[src/hw/rtl/lsps_pkg.sv]
// Package for the line sensor PD steering block: register indexes, reset values,
// microcode word layout and the control store. No dependencies.
package lsps_pkg;

  localparam int SENSOR_COUNT_DEF = 8;
  localparam int CFG_IDX_W        = 3;
  localparam int CFG_DATA_W       = 8;

  // Register reset values
  localparam logic [7:0] BASE_SPEED_RST     = 8'd90;
  localparam logic [7:0] FALLBACK_LEFT_RST  = 8'd76;
  localparam logic [7:0] FALLBACK_RIGHT_RST = 8'd60;
  localparam logic [7:0] P_GAIN_RST         = 8'd4;
  localparam logic [7:0] D_GAIN_RST         = 8'd40;
  localparam logic [6:0] SETPOINT_RST       = 7'd35;
  localparam logic [7:0] HOLD_THRESH_RST    = 8'd50;

  typedef enum logic [CFG_IDX_W-1:0] {
    CFG_BASE_SPEED     = 3'd0,
    CFG_FALLBACK_LEFT  = 3'd1,
    CFG_FALLBACK_RIGHT = 3'd2,
    CFG_P_GAIN         = 3'd3,
    CFG_D_GAIN         = 3'd4,
    CFG_SETPOINT       = 3'd5,
    CFG_HOLD_THRESH    = 3'd6
  } cfg_idx_e;

  typedef enum logic [1:0] {
    CROSS_ERROR = 2'd0,
    CROSS_T     = 2'd1,
    CROSS_RIGHT = 2'd2,
    CROSS_LEFT  = 2'd3
  } cross_e;

  // Datapath operations
  typedef enum logic [3:0] {
    OP_NOP,
    OP_LOAD,
    OP_SCAN,
    OP_DIV_INIT,
    OP_DIV_STEP,
    OP_HOLD,
    OP_ERR,
    OP_MUL_D,
    OP_MUL_P,
    OP_EMIT
  } op_e;

  // Sequencer conditions
  typedef enum logic [2:0] {
    COND_NEVER,
    COND_ALWAYS,
    COND_NO_IN,
    COND_SCAN_MORE,
    COND_NO_LINE,
    COND_DIV_MORE,
    COND_OUT_BUSY
  } cond_e;

  localparam int UPC_W = 4;
  typedef logic [UPC_W-1:0] upc_t;

  localparam upc_t PC_LOAD = 4'd0;
  localparam upc_t PC_SCAN = 4'd1;
  localparam upc_t PC_DINI = 4'd2;
  localparam upc_t PC_DIV  = 4'd3;
  localparam upc_t PC_HOLD = 4'd4;
  localparam upc_t PC_ERR  = 4'd5;
  localparam upc_t PC_MULD = 4'd6;
  localparam upc_t PC_MULP = 4'd7;
  localparam upc_t PC_EMIT = 4'd8;

  // wait_cond: stay on this step while true; else br_cond selects br_target or pc+1
  typedef struct packed {
    op_e   op;
    cond_e wait_cond;
    cond_e br_cond;
    upc_t  br_target;
  } ucode_t;

  typedef struct packed {
    logic no_in;
    logic scan_more;
    logic no_line;
    logic div_more;
    logic out_busy;
  } cond_t;

  function automatic ucode_t ucode_rom(input upc_t pc);
    ucode_t w;
    unique case (pc)
      PC_LOAD: w = '{OP_LOAD,     COND_NO_IN,     COND_NEVER,   PC_LOAD};
      PC_SCAN: w = '{OP_SCAN,     COND_SCAN_MORE, COND_NEVER,   PC_LOAD};
      PC_DINI: w = '{OP_DIV_INIT, COND_NEVER,     COND_NO_LINE, PC_ERR};
      PC_DIV:  w = '{OP_DIV_STEP, COND_DIV_MORE,  COND_NEVER,   PC_LOAD};
      PC_HOLD: w = '{OP_HOLD,     COND_NEVER,     COND_NEVER,   PC_LOAD};
      PC_ERR:  w = '{OP_ERR,      COND_NEVER,     COND_NEVER,   PC_LOAD};
      PC_MULD: w = '{OP_MUL_D,    COND_NEVER,     COND_NEVER,   PC_LOAD};
      PC_MULP: w = '{OP_MUL_P,    COND_NEVER,     COND_NEVER,   PC_LOAD};
      PC_EMIT: w = '{OP_EMIT,     COND_OUT_BUSY,  COND_ALWAYS,  PC_LOAD};
      default: w = '{OP_NOP,      COND_NEVER,     COND_ALWAYS,  PC_LOAD};
    endcase
    return w;
  endfunction

endpackage

[src/hw/rtl/lsps_if.sv]
// Valid/ready channel interfaces for sensor rows and steering results.
// Standalone; no package dependency.
interface lsps_sensor_if #(
  parameter int N = 8
);
  logic         valid;
  logic         ready;
  logic [N-1:0] sensor_bits;

  modport source (output valid, output sensor_bits, input ready);
  modport sink   (input valid, input sensor_bits, output ready);
endinterface

interface lsps_result_if;
  logic               valid;
  logic               ready;
  logic signed [15:0] left_speed;
  logic signed [15:0] right_speed;
  logic        [2:0]  line_count;
  logic        [6:0]  first_line_position;
  logic        [1:0]  cross_type;
  logic               on_track;

  modport source (output valid, output left_speed, output right_speed, output line_count,
                  output first_line_position, output cross_type, output on_track,
                  input ready);
  modport sink   (input valid, input left_speed, input right_speed, input line_count,
                  input first_line_position, input cross_type, input on_track,
                  output ready);
endinterface

[src/hw/rtl/lsps_useq.sv]
// Microcode sequencer: step counter, control store lookup, wait and branch logic.
// Depends on lsps_pkg.
module lsps_useq
  import lsps_pkg::*;
(
  input  logic   clk_i,
  input  logic   rst_ni,
  input  cond_t  cond_i,
  output ucode_t cw_o
);

  upc_t pc_q, pc_d;
  logic wait_hit, br_hit;

  function automatic logic eval(input cond_e c, input cond_t f);
    logic r;
    unique case (c)
      COND_NEVER:     r = 1'b0;
      COND_ALWAYS:    r = 1'b1;
      COND_NO_IN:     r = f.no_in;
      COND_SCAN_MORE: r = f.scan_more;
      COND_NO_LINE:   r = f.no_line;
      COND_DIV_MORE:  r = f.div_more;
      COND_OUT_BUSY:  r = f.out_busy;
      default:        r = 1'b0;
    endcase
    return r;
  endfunction

  assign cw_o     = ucode_rom(pc_q);
  assign wait_hit = eval(cw_o.wait_cond, cond_i);
  assign br_hit   = eval(cw_o.br_cond, cond_i);

  always_comb begin
    if (wait_hit) begin
      pc_d = pc_q;
    end else if (br_hit) begin
      pc_d = cw_o.br_target;
    end else begin
      pc_d = pc_q + upc_t'(1);
    end
  end

  always_ff @(posedge clk_i or negedge rst_ni) begin
    if (!rst_ni) begin
      pc_q <= PC_LOAD;
    end else begin
      pc_q <= pc_d;
    end
  end

endmodule

[src/hw/rtl/line_sensor_pd_steering_core.sv]
// Top level of the line sensor PD steering block: datapath, config registers,
// result register. Depends on lsps_pkg, lsps_if.sv and lsps_useq.
//
// One sensor row is taken per transfer and turned into one result. The work is
// driven by a small microprogram: take the row, walk it bit by bit to one past
// the top sensor (counting runs, keeping the lowest run's index sum and
// length), set up the centroid division, run restoring division over DVD_W
// quotient bits (one quotient bit a cycle; DVD_W is 9 for eight sensors),
// clamp and hold the position, then error, D product, P product and result
// write. A row with no line skips the division and the hold step. The bit
// walk and the serial divider take the most time; one shared 9x9 multiplier
// serves both gain terms.
// A finished result sits in the output register while the next row is taken;
// the result write step waits only if that register is still full.
// Configuration is a plain write port, index per the register list; unknown
// indexes are dropped.
module line_sensor_pd_steering_core
  import lsps_pkg::*;
#(
  parameter int SENSOR_COUNT = SENSOR_COUNT_DEF
) (
  input  logic                  clk_i,
  input  logic                  rst_ni,
  input  logic                  cfg_we_i,
  input  logic [CFG_IDX_W-1:0]  cfg_idx_i,
  input  logic [CFG_DATA_W-1:0] cfg_wdata_i,
  lsps_sensor_if.sink           sensor_i,
  lsps_result_if.source         result_o
);

  localparam int IDX_W   = $clog2(SENSOR_COUNT + 1);
  localparam int LEN_W   = $clog2(SENSOR_COUNT + 1);
  localparam int SUM_MAX = SENSOR_COUNT * (SENSOR_COUNT - 1) / 2;
  localparam int SUM_W   = $clog2(SUM_MAX + 1);
  localparam int DVD_W   = $clog2(10 * SUM_MAX + 1);
  localparam int DCNT_W  = $clog2(DVD_W);
  localparam int QX_W    = (DVD_W > 7) ? DVD_W : 7;

  // ---------------- configuration registers ----------------
  logic [7:0] base_speed_q, fb_left_q, fb_right_q, p_gain_q, d_gain_q, thresh_q;
  logic [6:0] setpoint_q;

  always_ff @(posedge clk_i or negedge rst_ni) begin
    if (!rst_ni) begin
      base_speed_q <= BASE_SPEED_RST;
      fb_left_q    <= FALLBACK_LEFT_RST;
      fb_right_q   <= FALLBACK_RIGHT_RST;
      p_gain_q     <= P_GAIN_RST;
      d_gain_q     <= D_GAIN_RST;
      setpoint_q   <= SETPOINT_RST;
      thresh_q     <= HOLD_THRESH_RST;
    end else if (cfg_we_i) begin
      unique case (cfg_idx_e'(cfg_idx_i))
        CFG_BASE_SPEED:     base_speed_q <= cfg_wdata_i;
        CFG_FALLBACK_LEFT:  fb_left_q    <= cfg_wdata_i;
        CFG_FALLBACK_RIGHT: fb_right_q   <= cfg_wdata_i;
        CFG_P_GAIN:         p_gain_q     <= cfg_wdata_i;
        CFG_D_GAIN:         d_gain_q     <= cfg_wdata_i;
        CFG_SETPOINT:       setpoint_q   <= cfg_wdata_i[6:0];
        CFG_HOLD_THRESH:    thresh_q     <= cfg_wdata_i;
        default: ;
      endcase
    end
  end

  // ---------------- sequencer ----------------
  ucode_t cw;
  cond_t  cond;

  lsps_useq u_useq (
    .clk_i  (clk_i),
    .rst_ni (rst_ni),
    .cond_i (cond),
    .cw_o   (cw)
  );

  // ---------------- datapath state ----------------
  logic [SENSOR_COUNT-1:0] bits_q;       // shifts right during the walk
  logic                    edge_lo_q, edge_hi_q;
  logic [IDX_W-1:0]        idx_q;
  logic [SUM_W-1:0]        run_sum_q, first_sum_q;
  logic [LEN_W-1:0]        run_len_q, first_len_q;
  logic [2:0]              runs_q;
  logic                    found_q;
  logic [LEN_W-1:0]        rem_q;
  logic [DVD_W-1:0]        quo_q;
  logic [DCNT_W-1:0]       div_cnt_q;
  logic signed [7:0]       err_q;
  logic signed [8:0]       diff_q;
  logic                    refresh_q;
  logic signed [15:0]      pterm_q;

  // persistent controller state
  logic [6:0]              held_pos_q;
  logic signed [7:0]       prev_err_q;
  logic signed [16:0]      held_d_q;
  logic [7:0]              step_cnt_q;

  // result register
  logic                    out_valid_q;
  logic signed [15:0]      left_q, right_q;
  logic [2:0]              count_q;
  logic [6:0]              pos_q;
  cross_e                  cross_q;
  logic                    track_q;

  logic in_xfer, out_busy;
  assign sensor_i.ready = (cw.op == OP_LOAD);
  assign in_xfer        = sensor_i.valid && sensor_i.ready;
  assign out_busy       = out_valid_q && !result_o.ready;

  assign cond.no_in     = !sensor_i.valid;
  assign cond.scan_more = (idx_q != IDX_W'(SENSOR_COUNT));
  assign cond.no_line   = !found_q;
  assign cond.div_more  = (div_cnt_q != '0);
  assign cond.out_busy  = out_busy;

  // ---------------- combinational datapath ----------------
  logic [DVD_W-1:0]       dividend;
  logic [LEN_W:0]         rem_shift;
  logic                   rem_ge;
  logic [QX_W-1:0]        quo_ext;
  logic signed [7:0]      err_d;
  logic signed [17:0]     mul_p;
  logic signed [17:0]     steer;
  logic signed [18:0]     left_w, right_w;
  logic                   one_line;
  cross_e                 cross_d;

  // sum*10 as shift-add
  assign dividend  = DVD_W'({first_sum_q, 3'b000}) + DVD_W'({first_sum_q, 1'b0});
  assign rem_shift = {rem_q, quo_q[DVD_W-1]};
  assign rem_ge    = (rem_shift >= {1'b0, first_len_q});
  assign quo_ext   = QX_W'(quo_q);

  assign err_d = $signed({1'b0, held_pos_q}) - $signed({1'b0, setpoint_q});

  // shared multiplier: D gain times error change, or P gain times error
  always_comb begin
    if (cw.op == OP_MUL_D) begin
      mul_p = 18'($signed({1'b0, d_gain_q})) * 18'(diff_q);
    end else begin
      mul_p = $signed({1'b0, p_gain_q}) * 18'(err_q);
    end
  end

  assign steer   = 18'(pterm_q) + 18'(held_d_q);
  assign left_w  = $signed({11'b0, base_speed_q}) - 19'(steer);
  assign right_w = $signed({11'b0, base_speed_q}) + 19'(steer);
  assign one_line = (runs_q == 3'd1);

  function automatic logic signed [15:0] sat16(input logic signed [18:0] v);
    logic signed [15:0] r;
    if (v > 19'sd32767) begin
      r = 16'sh7FFF;
    end else if (v < -19'sd32768) begin
      r = 16'sh8000;
    end else begin
      r = v[15:0];
    end
    return r;
  endfunction

  always_comb begin
    cross_d = CROSS_ERROR;
    if (one_line) begin
      if (edge_lo_q && edge_hi_q) begin
        cross_d = CROSS_T;
      end else if (edge_lo_q) begin
        cross_d = CROSS_RIGHT;
      end else if (edge_hi_q) begin
        cross_d = CROSS_LEFT;
      end
    end
  end

  // ---------------- working registers (no reset needed) ----------------
  always_ff @(posedge clk_i) begin
    case (cw.op)
      OP_LOAD: begin
        if (in_xfer) begin
          bits_q    <= sensor_i.sensor_bits;
          edge_lo_q <= sensor_i.sensor_bits[0];
          edge_hi_q <= sensor_i.sensor_bits[SENSOR_COUNT-1];
          idx_q     <= '0;
          run_sum_q <= '0;
          run_len_q <= '0;
          runs_q    <= '0;
          found_q   <= 1'b0;
        end
      end
      OP_SCAN: begin
        bits_q <= bits_q >> 1;
        idx_q  <= idx_q + IDX_W'(1);
        if (bits_q[0]) begin
          run_sum_q <= run_sum_q + SUM_W'(idx_q);
          run_len_q <= run_len_q + LEN_W'(1);
        end else if (run_len_q != '0) begin
          if (!found_q) begin
            first_sum_q <= run_sum_q;
            first_len_q <= run_len_q;
            found_q     <= 1'b1;
          end
          if (runs_q != 3'd7) begin
            runs_q <= runs_q + 3'd1;
          end
          run_sum_q <= '0;
          run_len_q <= '0;
        end
      end
      OP_DIV_INIT: begin
        rem_q     <= '0;
        quo_q     <= dividend;
        div_cnt_q <= DCNT_W'(DVD_W - 1);
      end
      OP_DIV_STEP: begin
        rem_q     <= rem_ge ? LEN_W'(rem_shift - {1'b0, first_len_q}) : rem_shift[LEN_W-1:0];
        quo_q     <= {quo_q[DVD_W-2:0], rem_ge};
        div_cnt_q <= div_cnt_q - DCNT_W'(1);
      end
      OP_ERR: begin
        err_q     <= err_d;
        diff_q    <= 9'(err_d) - 9'(prev_err_q);
        refresh_q <= (step_cnt_q > thresh_q);
      end
      OP_MUL_P: begin
        pterm_q <= mul_p[15:0];
      end
      default: ;
    endcase
  end

  // ---------------- controller state ----------------
  always_ff @(posedge clk_i or negedge rst_ni) begin
    if (!rst_ni) begin
      held_pos_q <= '0;
      prev_err_q <= '0;
      held_d_q   <= '0;
      step_cnt_q <= '0;
    end else begin
      case (cw.op)
        OP_HOLD: begin
          held_pos_q <= (quo_ext > QX_W'(127)) ? 7'd127 : quo_ext[6:0];
        end
        OP_ERR: begin
          // counter wraps; cleared on refresh
          step_cnt_q <= (step_cnt_q > thresh_q) ? 8'd0 : step_cnt_q + 8'd1;
        end
        OP_MUL_D: begin
          if (refresh_q) begin
            held_d_q   <= mul_p[16:0];
            prev_err_q <= err_q;
          end
        end
        default: ;
      endcase
    end
  end

  // ---------------- result register ----------------
  always_ff @(posedge clk_i or negedge rst_ni) begin
    if (!rst_ni) begin
      out_valid_q <= 1'b0;
    end else if (cw.op == OP_EMIT && !out_busy) begin
      out_valid_q <= 1'b1;
    end else if (result_o.ready) begin
      out_valid_q <= 1'b0;
    end
  end

  always_ff @(posedge clk_i) begin
    if (cw.op == OP_EMIT && !out_busy) begin
      left_q  <= one_line ? sat16(left_w) : $signed({8'b0, fb_left_q});
      right_q <= one_line ? sat16(right_w) : $signed({8'b0, fb_right_q});
      count_q <= runs_q;
      pos_q   <= held_pos_q;
      cross_q <= cross_d;
      track_q <= one_line && !edge_lo_q && !edge_hi_q;
    end
  end

  assign result_o.valid               = out_valid_q;
  assign result_o.left_speed          = left_q;
  assign result_o.right_speed         = right_q;
  assign result_o.line_count          = count_q;
  assign result_o.first_line_position = pos_q;
  assign result_o.cross_type          = cross_q;
  assign result_o.on_track            = track_q;

endmodule

[src/flat_wrapper.sv]
// flat-port wrapper written by rule: the top's interface ports become plain ports
module line_sensor_pd_steering_core_flat import lsps_pkg::*;
#(
  parameter int SENSOR_COUNT = SENSOR_COUNT_DEF
)
  (clk_i, rst_ni, cfg_we_i, cfg_idx_i, cfg_wdata_i, sensor_i_valid, sensor_i_sensor_bits, sensor_i_ready, result_o_valid, result_o_left_speed, result_o_right_speed, result_o_line_count, result_o_first_line_position, result_o_cross_type, result_o_on_track, result_o_ready);
  lsps_sensor_if #(.N((SENSOR_COUNT_DEF))) sensor_i_i ();
  lsps_result_if result_o_i ();
  input  logic clk_i;
  input  logic rst_ni;
  input  logic cfg_we_i;
  input  logic [CFG_IDX_W-1:0] cfg_idx_i;
  input  logic [CFG_DATA_W-1:0] cfg_wdata_i;
  input wire logic [$bits(sensor_i_i.valid)-1:0] sensor_i_valid;
  input wire logic [$bits(sensor_i_i.sensor_bits)-1:0] sensor_i_sensor_bits;
  output wire logic [$bits(sensor_i_i.ready)-1:0] sensor_i_ready;
  output wire logic [$bits(result_o_i.valid)-1:0] result_o_valid;
  output wire logic [$bits(result_o_i.left_speed)-1:0] result_o_left_speed;
  output wire logic [$bits(result_o_i.right_speed)-1:0] result_o_right_speed;
  output wire logic [$bits(result_o_i.line_count)-1:0] result_o_line_count;
  output wire logic [$bits(result_o_i.first_line_position)-1:0] result_o_first_line_position;
  output wire logic [$bits(result_o_i.cross_type)-1:0] result_o_cross_type;
  output wire logic [$bits(result_o_i.on_track)-1:0] result_o_on_track;
  input wire logic [$bits(result_o_i.ready)-1:0] result_o_ready;
  assign sensor_i_i.valid = sensor_i_valid;
  assign sensor_i_i.sensor_bits = sensor_i_sensor_bits;
  assign sensor_i_ready = sensor_i_i.ready;
  assign result_o_valid = result_o_i.valid;
  assign result_o_left_speed = result_o_i.left_speed;
  assign result_o_right_speed = result_o_i.right_speed;
  assign result_o_line_count = result_o_i.line_count;
  assign result_o_first_line_position = result_o_i.first_line_position;
  assign result_o_cross_type = result_o_i.cross_type;
  assign result_o_on_track = result_o_i.on_track;
  assign result_o_i.ready = result_o_ready;
  line_sensor_pd_steering_core #(.SENSOR_COUNT(SENSOR_COUNT)) u_core (.clk_i(clk_i), .rst_ni(rst_ni), .cfg_we_i(cfg_we_i), .cfg_idx_i(cfg_idx_i), .cfg_wdata_i(cfg_wdata_i), .sensor_i(sensor_i_i), .result_o(result_o_i));
endmodule
[config.mk]
export PLATFORM = sky130hd
export DESIGN_NAME = line_sensor_pd_steering_core_flat
export DESIGN_NICKNAME = d
export VERILOG_FILES = /design/src/hw/rtl/lsps_pkg.sv /design/src/hw/rtl/lsps_if.sv /design/src/hw/rtl/lsps_useq.sv /design/src/hw/rtl/line_sensor_pd_steering_core.sv /design/src/flat_wrapper.sv
export SDC_FILE = /design/constraint.sdc
export NUM_CORES = 1
export LEC_CHECK = 0
export ABC_CLOCK_PERIOD_IN_PS = 13300
export BUFFER_PORTS_ARGS = -buffer_cell sky130_fd_sc_hd__buf_2
export CORE_MARGIN = 2
export CORE_UTILIZATION = 68
export CTS_BUF_LIST = sky130_fd_sc_hd__clkbuf_16
export DETAILED_ROUTE_END_ITERATION = 7
export GPL_TIMING_DRIVEN = 0
export PLACE_DENSITY_LB_ADDON = 0.3
export SETUP_SLACK_MARGIN = 0.4
export SYNTH_ARGS = -nofsm -noshare
export SYNTH_HDL_FRONTEND = slang
export SYNTH_SLANG_ARGS = --single-unit
[constraint.sdc]
create_clock -name clk_i -period 13.3 [get_ports clk_i]
set_input_delay 1.995 -clock clk_i [delete_from_list [all_inputs] [get_ports clk_i]]
set_output_delay 1.995 -clock clk_i [all_outputs]
set_load 0.01 [all_outputs]
Yosys cells after proc, flatten, opt, wreduce, memory -nomap -nowiden
Memories as Yosys holds them, arrays and structs flattened.
Cells that the tools add are included.

operators by class
  add/sub/neg operators = 14
  multiply operators = 2
  bitwise operators = 3
  multiplexer cells = 41
  order comparisons = 7
  equality and inequality tests = 35
  reduce and logical (&&, ||, !) cells = 35

operators with widths
  kind                  count
  $gt 19x16->1 const B  2
  $lt 19x16->1 const B  2
  $mux 16               2
  $mux 8                4
  $pmux 4 s2            4
  $mux 15               2
  $eq 3x3->1 const B    9
  $mux 4                5
  $reduce_and 2->1      10
  $add 9x18->19         1
  $sub 9x18->19         1
  $add 16x17->18        1
  $eq 3x2->1 const B    6
  $pmux 9 s2            1
  $mul 9x8->17          1
  $mul 9x9->17          1
  $mux 17               1
  $eq 4x3->1 const B    4
  $pmux 8 s2            1
  $mux 5                3
  $add 4x1->4 const B   3
  $eq 3x1->1 const B    4
  $mux 3                4
  $pmux 1 s6            2
  35 further kinds      63

storage, ports and cells
  register bits = 232
  input port bits = 24
  memory bits (read-only) = 176
  memories kept = 1
  output and inout bits = 47

memory list
  memory            words  width  rd ports  clocked after memory_dff  wr ports  RTL line        RTL
  (name not given)  16     11     1         0                         0         lsps_pkg.sv:91  unique case (pc)

Longest topological paths before layout
Gate-level depths: netlist of run 1.

  depth after elaboration = 6
  depth in mapped cells = 23
  mapped depth without buffers = 22

Modules after synthesis
A second synthesis of run 1 with hierarchy kept.

second synthesis, totals
  cell total of the unflattened synthesis = 1652
  area total of the unflattened synthesis = 17001.3 um^2

modules (own cells, without submodules)
  module                        area an instance (um^2)  times used  cells each
  line_sensor_pd_steering_core  16504.6                  1           1592
  lsps_useq                     496.7                    1           60

Worst setup path after synthesis of run 1
OpenSTA, ideal clock, no wires.

  kind = reg-to-reg
  start point = reg u_core.d_gain_q[3]
  end point = reg u_core.pterm_q[15], data pin
  library setup time = 0.270 ns
  arrival = 4.947 ns
  slack = 8.083 ns
  cell stages (with the launch flop) = 23
  path buffers = 1
  path through = dfstp_2 clkbuf_1 nand2_1 fa_1 fa_1 inv_1 ha_1 inv_1 fa_1 inv_1 ha_1 ha_1 fa_1 a21o_1 a21oi_1 o21bai_1 a21oi_1 o21bai_1 a21oi_1 o21ai_0 xor2_1 nand2_1 o21ai_0

on the way
  longest elaborated chain between the ends = 2

RTL lines
  item                        RTL line                             RTL
  start: declaration          line_sensor_pd_steering_core.sv:40   logic [7:0] base_speed_q, fb_left_q, fb_right_q, p_gain_q, d_gain_q, thresh_q;
  start signal: assignment    line_sensor_pd_steering_core.sv:58   CFG_D_GAIN: d_gain_q <= cfg_wdata_i;
  $mul 9x9->17                line_sensor_pd_steering_core.sv:141  mul_p = 18'($signed({1'b0, d_gain_q})) * 18'(diff_q);
  $mux 17                     line_sensor_pd_steering_core.sv:140  if (cw.op == OP_MUL_D) begin
  named net u_core.mul_p[15]  line_sensor_pd_steering_core.sv:124  logic signed [17:0] mul_p;
  end signal: assignment      line_sensor_pd_steering_core.sv:227  pterm_q <= mul_p[15:0];
  end: declaration            line_sensor_pd_steering_core.sv:91   logic signed [15:0] pterm_q;

The timed path passes the listed nets, and every way through them passes these cells.
A chain may end at the register's enable or synchronous reset.

Worst setup path after layout of run 1
Ends and elaborated chain as after synthesis.

==> results of run 1 <==
-- cell usage in the layout, fill, tap and decap left out, types with 27 or more instances in the layout --
cell type	Yosys	layout
xnor2_1	53	53
o21ai_0	66	66
nor2_1	86	85
fa_1	88	88
clkbuf_1	46	46
a21o_1	27	27
xor2_1	36	36
dfrtp_1	80	80
nand2_1	190	190
and2_1	65	65
a21oi_1	68	68
inv_1	188	193
mux2_2	64	64
buf_2	1	68
ha_1	179	179
edfxtp_1	132	132
nand2b_1	31	31
-- registers in the layout, summed over array words and instances, names as in the netlist, 7 cells and up --
name	flops
u_core.held_d_q	17
u_core.pterm_q	16
u_core.result_o.left_speed	16
u_core.result_o.right_speed	16
u_core.diff_q	9
u_core.quo_ext	9
u_core.base_speed_q	8
u_core.bits_q	8
u_core.d_gain_q	8
u_core.err_q	8
u_core.fb_left_q	8
u_core.fb_right_q	8
u_core.p_gain_q	8
u_core.prev_err_q	8
u_core.step_cnt_q	8
u_core.thresh_q	8
u_core.held_pos_q	7
u_core.result_o.first_line_position	7
u_core.setpoint_q	7
-- per-stage QoR --
stage	instances	utilization, %	instance area (µm²)	worst slack [ps]
4_1_cts	2090	76.08	18610	7519
6_report	2091	76.15	18630	7509
3_3_place_gp	2041	72.64	17770	7653
3_5_place_dp	2044	72.98	17850	7535
2_1_floorplan	1649	-	17020	8083
5_1_grt	2091	76.15	18630	7177
-- worst register-to-register path, delay by kind of cell (launching register included) --
family                     cells  cell delay (ps)
buffers and inverters          4              500
adders and majority gates      7             2740
DFF                            1              510
and+or+nand+nor                2              240
AOI/OAI and AO/OA              8             1310
xor gates and xnor gates       1              180
-- per-layer routing --
layer	vias up	global-route usage, %	wire length [µm]
li1	5805	-	-
met5	-	0	0
met1	6077	38.34	15730
met4	0	8.528	933
met3	82	3.550	1989
met2	387	52.01	19030
-- final timing paths --
path | cells past startpoint | to | slack (ps)
max reg2reg | 22 | u_core.pterm_q[15] | 7510
min in group asynchronous | 1 | u_core.held_pos_q[2] | 1470
max in group asynchronous | 2 | u_core.base_speed_q[4] | 11060
min | 0 | u_core.result_o.first_line_position[0] | 470
min reg2reg | 0 | u_core.result_o.first_line_position[0] | 470
max | 22 | u_core.pterm_q[15] | 7510
-- cell usage after synthesis (6+ instances only) --
master,number
a21oi_1,68
and3_1,12
nor2_1,86
nand2b_1,31
nand2_1,190
and2_1,65
xnor2_1,53
xor2_1,36
nand3_1,21
inv_1,188
ha_1,179
nor3b_1,8
edfxtp_1,132
o21ai_0,66
nand4_1,9
nor3_1,22
o211ai_1,8
dfrtp_1,80
o31ai_1,9
a21o_1,27
clkbuf_1,46
dfstp_2,20
nor2b_1,15
fa_1,88
mux2_2,64
a31oi_1,9
o21bai_1,13
or3_1,9
o21a_1,6
-- logic make-up after synthesis --
kind of cell             after synthesis  share of synthesized area (%)
AO/OA/AOI/OAI                        261                          9.805
XOR/XNOR                              89                          4.579
multiplexers                          68                          4.469
flip-flops                           232                          38.13
AND/OR/NAND/NOR                      491                          14.06
buffers and inverters                241                          5.453
adder cells (fa/ha/maj)              267                          23.50
-- layout make-up --
type                       instances  area [µm²]
multi-input combinational       1176        9637
sequential                       232        6491
fill                            1611        5833
inverter                         188       705.7
clock buffer                      25       625.6
timing repair buffer              72       409.1
tap                              324       405.4
buffer                            53       222.7
clock inverter                    21       132.6
==> impl_results.md, run 1 <==
* Global-route usage over all layers at between 20 and 30%
* Layout cell share with drive strength beyond 1 at 12.28%
* Total CTS buffers at 25
* RSZ-0062 raised after global routing: false
* WHS at roughly 470 ps
* Tmin final at just under 6000 ps
* Synth area leader: edfxtp_1
* Synth Area per Inst at slightly above 10 µm²
* Clk_lat worst skew at ~550 ps
* CTS tree: done
* Synth Cell Area at between 0.015 and 0.02 mm²
* Fmax at around 170 MHz
* Seq/Total Area, Yosys at 38.13%
* Die ar. at ~0.026 mm²
* Detailed Route WL at 37.68 mm
* Final period util at a little over two fifths
* Core area at ~0.024 mm²
* Nets at roughly 2000
* Detailed placement HPWL at 28.27 mm
* Synth area leaders: edfxtp_1 23%, ha_1 13%, dfrtp_1 12%, fa_1 10%, mux2_2 4.2%
* Outcome: completed
* Rel. slew slack at 15.08%
* Skew final at around 33 ps
* Total grt overflow at 0
* Initial Utilization at 69.59%
* Starting DRT DRC Count at 880
* Synth warnings at 0
* Final setup viols at 0
* Clk sinks at 232
* Net Count, Synth at 1940
* Worst Max-Slew Pin Slew at roughly 1300 ps
* Synth Register Bits at roughly 230
* CP most frequent cell: fa_1
* Top cell type's share of synthesized area at around a quarter
* Post-CTS Setup Bufs at 0
* First-pass GRT wire length at just over 60 mm
* Number of remaining DRC errors at 0
* Site Rows at 57
* Worst Path Buf+Inv at 4
* Ys flop type: edfxtp_1
* Average wire per standard cell at approximately 18 µm
* Setup tns final at 0 ps
* Final Wtd Congestion at 0.9195
* Via density at between 5 and 6
* Post-CTS sizing at 0
* Max clock buf depth at 3
* CP Max Fanout at 10
* Area growth syn-to-layout at 9.430%
* CTS Root Cell: clkbuf_16
* Synth cell types at just over 70
* N_diodes at 0
* CP Capture Type: flip-flop
* Asr flop ratio synth at between 40% and 50%
* Final Slew Violations at 0
* Clock transition at path regs at ~70 ps
* Crit-path leading delay family: adder cells
* Worst setup path start: u_core.d_gain_q[3]
* Vias after detailed routing at between 10000 and 15000
* CP startpoint kind: flip-flop
* Hold Path Class: reg -> reg
* Via count of the first global-routing pass at 12720
* # hold bufs at CTS at 0
* Largest stage delay on the critical path at between 500 and 600 ps
* H-tree levels at 1
* Die W at between 150 and 200 µm
* Hold Path Origin: u_core.held_pos_q[0]
* Max Cap Viol at 0
* Die span in y at 162.2 µm
* Largest net degree at the start of global routing at 56
* Ports at 71
* Port bufs at just under 70
* Worst path required time at 13540 ps
* Antenna violations before repair at 1
* Synthesized instance count at about 1600
* EDFF count, synth at 132
* Worst path slowest cell: fa_1
* Crit path kind: reg -> reg
* Drt first pass iters at 5
* Final hold viol count at 0
* Routed Antenna Nets at 0
* Reg-to-Reg Start: u_core.d_gain_q[3]
* Critical-path cell list: clkbuf_1 -> nand2_1 -> fa_1 -> fa_1 -> inv_1 -> ha_1 -> inv_1 -> fa_1 -> inv_1 -> ha_1 -> ha_1 -> fa_1 -> a21o_1 -> a21oi_1 -> o21bai_1 -> a21oi_1 -> o21bai_1 -> a21oi_1 -> o21ai_0 -> xor2_1 -> nand2_1 -> o21ai_0
* Data arrival, critical path at 6030 ps
Power of run 1 is left out: the tool's default activity adds up to more than one toggle a clock period on the data nets, which glitch-free logic cannot reach.
==> run 2, diff against run 1 <==
--- a/config.mk
+++ b/config.mk
@@ -5,10 +5,10 @@
 export SDC_FILE = /design/constraint.sdc
 export NUM_CORES = 1
 export LEC_CHECK = 0
-export ABC_CLOCK_PERIOD_IN_PS = 13300
+export ABC_CLOCK_PERIOD_IN_PS = 5200
 export BUFFER_PORTS_ARGS = -buffer_cell sky130_fd_sc_hd__buf_2
 export CORE_MARGIN = 2
-export CORE_UTILIZATION = 68
+export CORE_UTILIZATION = 57
 export CTS_BUF_LIST = sky130_fd_sc_hd__clkbuf_16
 export DETAILED_ROUTE_END_ITERATION = 7
 export GPL_TIMING_DRIVEN = 0
==> constraint.sdc (replaced) <==
create_clock -name clk_i -period 5.2 [get_ports clk_i]
set_input_delay 0.78 -clock clk_i [delete_from_list [all_inputs] [get_ports clk_i]]
set_output_delay 0.78 -clock clk_i [all_outputs]
set_load 0.01 [all_outputs]
==> run 2 against run 1 <==
Net effect: first-iteration DRC count shrank 22%; clock skew shrank 21 ps; utilization shrank 11 points.
==> impl_results.md, run 2 (synthesis results as in run 1) <==
* Antenna violations before repair at 0 (was 1)
* # hold bufs at CTS at 0 (unchanged)
* Port bufs at 68 (unchanged)
* Total grt overflow at 0 (unchanged)
* Worst Path Buf+Inv at 3 (was 4)
* Fmax at 197.2 MHz (was 172.7 MHz)
* RSZ-0062 raised after global routing: true (was false)
* Outcome: completed (unchanged)
* Final hold viol count at 0 (unchanged)
* Layout cell share with drive strength beyond 1 at 17.46% (was 12.28%)
* Met1 WL at 15.72 mm (was 15.73 mm)
* Sequential standard cell area at 0.006494 mm² (was 0.006491 mm²)
* Final period util at 97.53% (was 43.54%)
* Worst path required time at 5500 ps (was 13540 ps)
* Initial Utilization at 57.59% (was 69.59%)
* Largest net degree at the start of global routing at 67 (was 56)
* Vias after detailed routing at 12200 (was 12350)
* Met3 Wirelength at 1.727 mm (was 1.989 mm)
* Global-route usage over all layers at 23.95% (was 29.39%)
* Starting DRT DRC Count at 688 (was 880)
* Data arrival, critical path at 5370 ps (was 6030 ps)
* Total CTS buffers at 25 (unchanged)
* Nets at 2076 (was 2039)
* Routed Antenna Nets at 0 (unchanged)
* # fillers at 2262 (was 1611)
* Final setup viols at 0 (unchanged)
* N_diodes at 0 (unchanged)
* Crit-path leading delay family: adder cells (unchanged)
* Clk sinks at 232 (unchanged)
* Via count of the first global-routing pass at 12030 (was 12720)
* CP Capture Type: flip-flop (unchanged)
* Core area at 0.02956 mm² (was 0.02446 mm²)
* Crit path kind: reg -> reg (unchanged)
* Final core occ at 65.46% (was 76.15%)
* Detailed Route WL at 37.11 mm (was 37.68 mm)
* Highest-count cells in the layout ignoring fill and taps: 189 x inv_1, 184 x nand2_1, 173 x ha_1 (was 193 x inv_1, 190 x nand2_1, 179 x ha_1)
* Final Slew Violations at 0 (unchanged)
* Clock transition at path regs at 60 ps (was 70 ps)
* Tmin final at 5072 ps (was 5791 ps)
* CP most frequent cell: fa_1 (unchanged)
* First-pass GRT wire length at 59.79 mm (was 61.94 mm)
* Clk_lat worst skew at 550 ps (about the same)
* Die W at 176.8 µm (was 162.2 µm)
* Worst path slowest cell: fa_1 (unchanged)
* CTS Root Cell: clkbuf_16 (unchanged)
* Number of remaining DRC errors at 0 (unchanged)
* Final Wtd Congestion at 0.8774 (was 0.9195)
* Drt first pass iters at 5 (unchanged)
* H-tree levels at 1 (unchanged)
* CP startpoint kind: flip-flop (unchanged)
* Die ar. at 0.03127 mm² (was 0.02632 mm²)
* Max reg flops at 17 (unchanged)
* Max Cap Viol at 0 (unchanged)
* Average wire per standard cell at 16.91 µm (was 18.02 µm)
* Ports at 71 (unchanged)
* Largest stage delay on the critical path at 550 ps (was 520 ps)
* Critical-path cell list: buf_8 -> nand2b_4 -> fa_1 -> fa_1 -> inv_1 -> fa_1 -> fa_1 -> fa_1 -> ha_4 -> inv_2 -> o21bai_1 -> a21oi_2 -> nor2b_1 -> o21a_1 -> o31a_1 -> nor2_2 -> xnor2_2 -> mux2_4 (was clkbuf_1 -> nand2_1 -> fa_1 -> fa_1 -> inv_1 -> ha_1 -> inv_1 -> fa_1 -> inv_1 -> ha_1 -> ha_1 -> fa_1 -> a21o_1 -> a21oi_1 -> o21bai_1 -> a21oi_1 -> o21bai_1 -> a21oi_1 -> o21ai_0 -> xor2_1 -> nand2_1 -> o21ai_0)
* Rel. slew slack at 12.62% (was 15.08%)
* Area of the multi-input gates at 0.009887 mm² (was 0.009637 mm²)
* Largest Register: u_core.held_d_q (unchanged)
* Via density at 5.562 (was 5.907)
* Hold Path Class: in -> async (was reg -> reg)
* Worst Max-Slew Pin Slew at 1301 ps (was 1274 ps)
* CTS tree: done (unchanged)
* Site Rows at 63 (was 57)
* Die span in y at 176.8 µm (was 162.2 µm)
* Max clock buf depth at 3 (unchanged)
* DR WL met2 at 18.35 mm (was 19.03 mm)
* Detailed placement HPWL at 27.59 mm (was 28.27 mm)
* Skew final at 11.80 ps (was 32.94 ps)
* Area growth syn-to-layout at 13.66% (was 9.430%)
* Most common cell after layout, fill and taps aside: inv_1 (unchanged)
* DR top layer: met4 (unchanged)
* CP Max Fanout at 4 (was 10)
run 2: cell count changes in the layout (fill, tap and decap cells not counted), moves of 5 or more:
cell | before | now
ha_4 | 0 | 6
o21ai_0 | 66 | 59
clkbuf_1 | 46 | 31
o21ai_1 | 5 | 10
clkbuf_2 | 0 | 8
nand2_1 | 190 | 184
a21oi_1 | 68 | 61
a21oi_2 | 1 | 7
ha_1 | 179 | 173
fa_1 | 88 | 83
fa_2 | 0 | 5
buf_4 | 2 | 35
run 2: through the flow:
stage | setup TNS, ps | instances | instance area [µm²] | hold slack (ps) | setup slack [ps]
after global placement | 0 | 2107 | 17950 | 444.1 | 31.12
final | 0 | 2194 | 19350 | 221.2 | 128.3
after global routing | -12.81 | 2194 | 19350 | 241.7 | -12.81
after floorplan | 0 | 1649 | 17120 | 424.9 | 367.9
after detailed placement | -83.54 | 2111 | 18040 | 448.6 | -67.86
after CTS | 0 | 2183 | 19160 | 225.4 | 166.2
run 2: timing repair:
item	CTS	global route
gates resized for setup	36	35
buffers inserted	26	11
hold endpoints to repair	0	0
setup endpoints to repair	8	10
pin swaps	16	19
run 2: area by class of cell:
type	count	share of cell area [%]
Inverter	188	3.647
Tap cell	390	2.522
Sequential cell	232	33.56
Multi-Input combinational cell	1176	51.10
Timing Repair Buffer	109	3.673
Buffer	53	1.429
Clock buffer	26	3.363
Clock inverter	20	0.7049
run 2: per-layer routing:
layer	vias up	global-route usage, %
li1	5890	-
met1	5965	30.34
met2	266	42.01
met3	81	3.329
met4	0	8.471
met5	-	0
run 2: final timing paths:
path	to	slack, ps	from	depth (start not counted)
setup reg to reg	u_core.pterm_q[14]	130	u_core.d_gain_q[0]	18
hold reg to reg	u_core.first_sum_q[2]	460	u_core.run_sum_q[2]	0
min in group clk_i	u_core.edge_lo_q	420	sensor_i_sensor_bits[0]	1
max in group asynchronous	u_core.thresh_q[4]	4200	rst_ni	2
hold / removal	u_core.setpoint_q[6]	220	rst_ni	1
setup / recovery	u_core.pterm_q[14]	130	u_core.d_gain_q[0]	18
Power of run 2 is left out for the same reason.
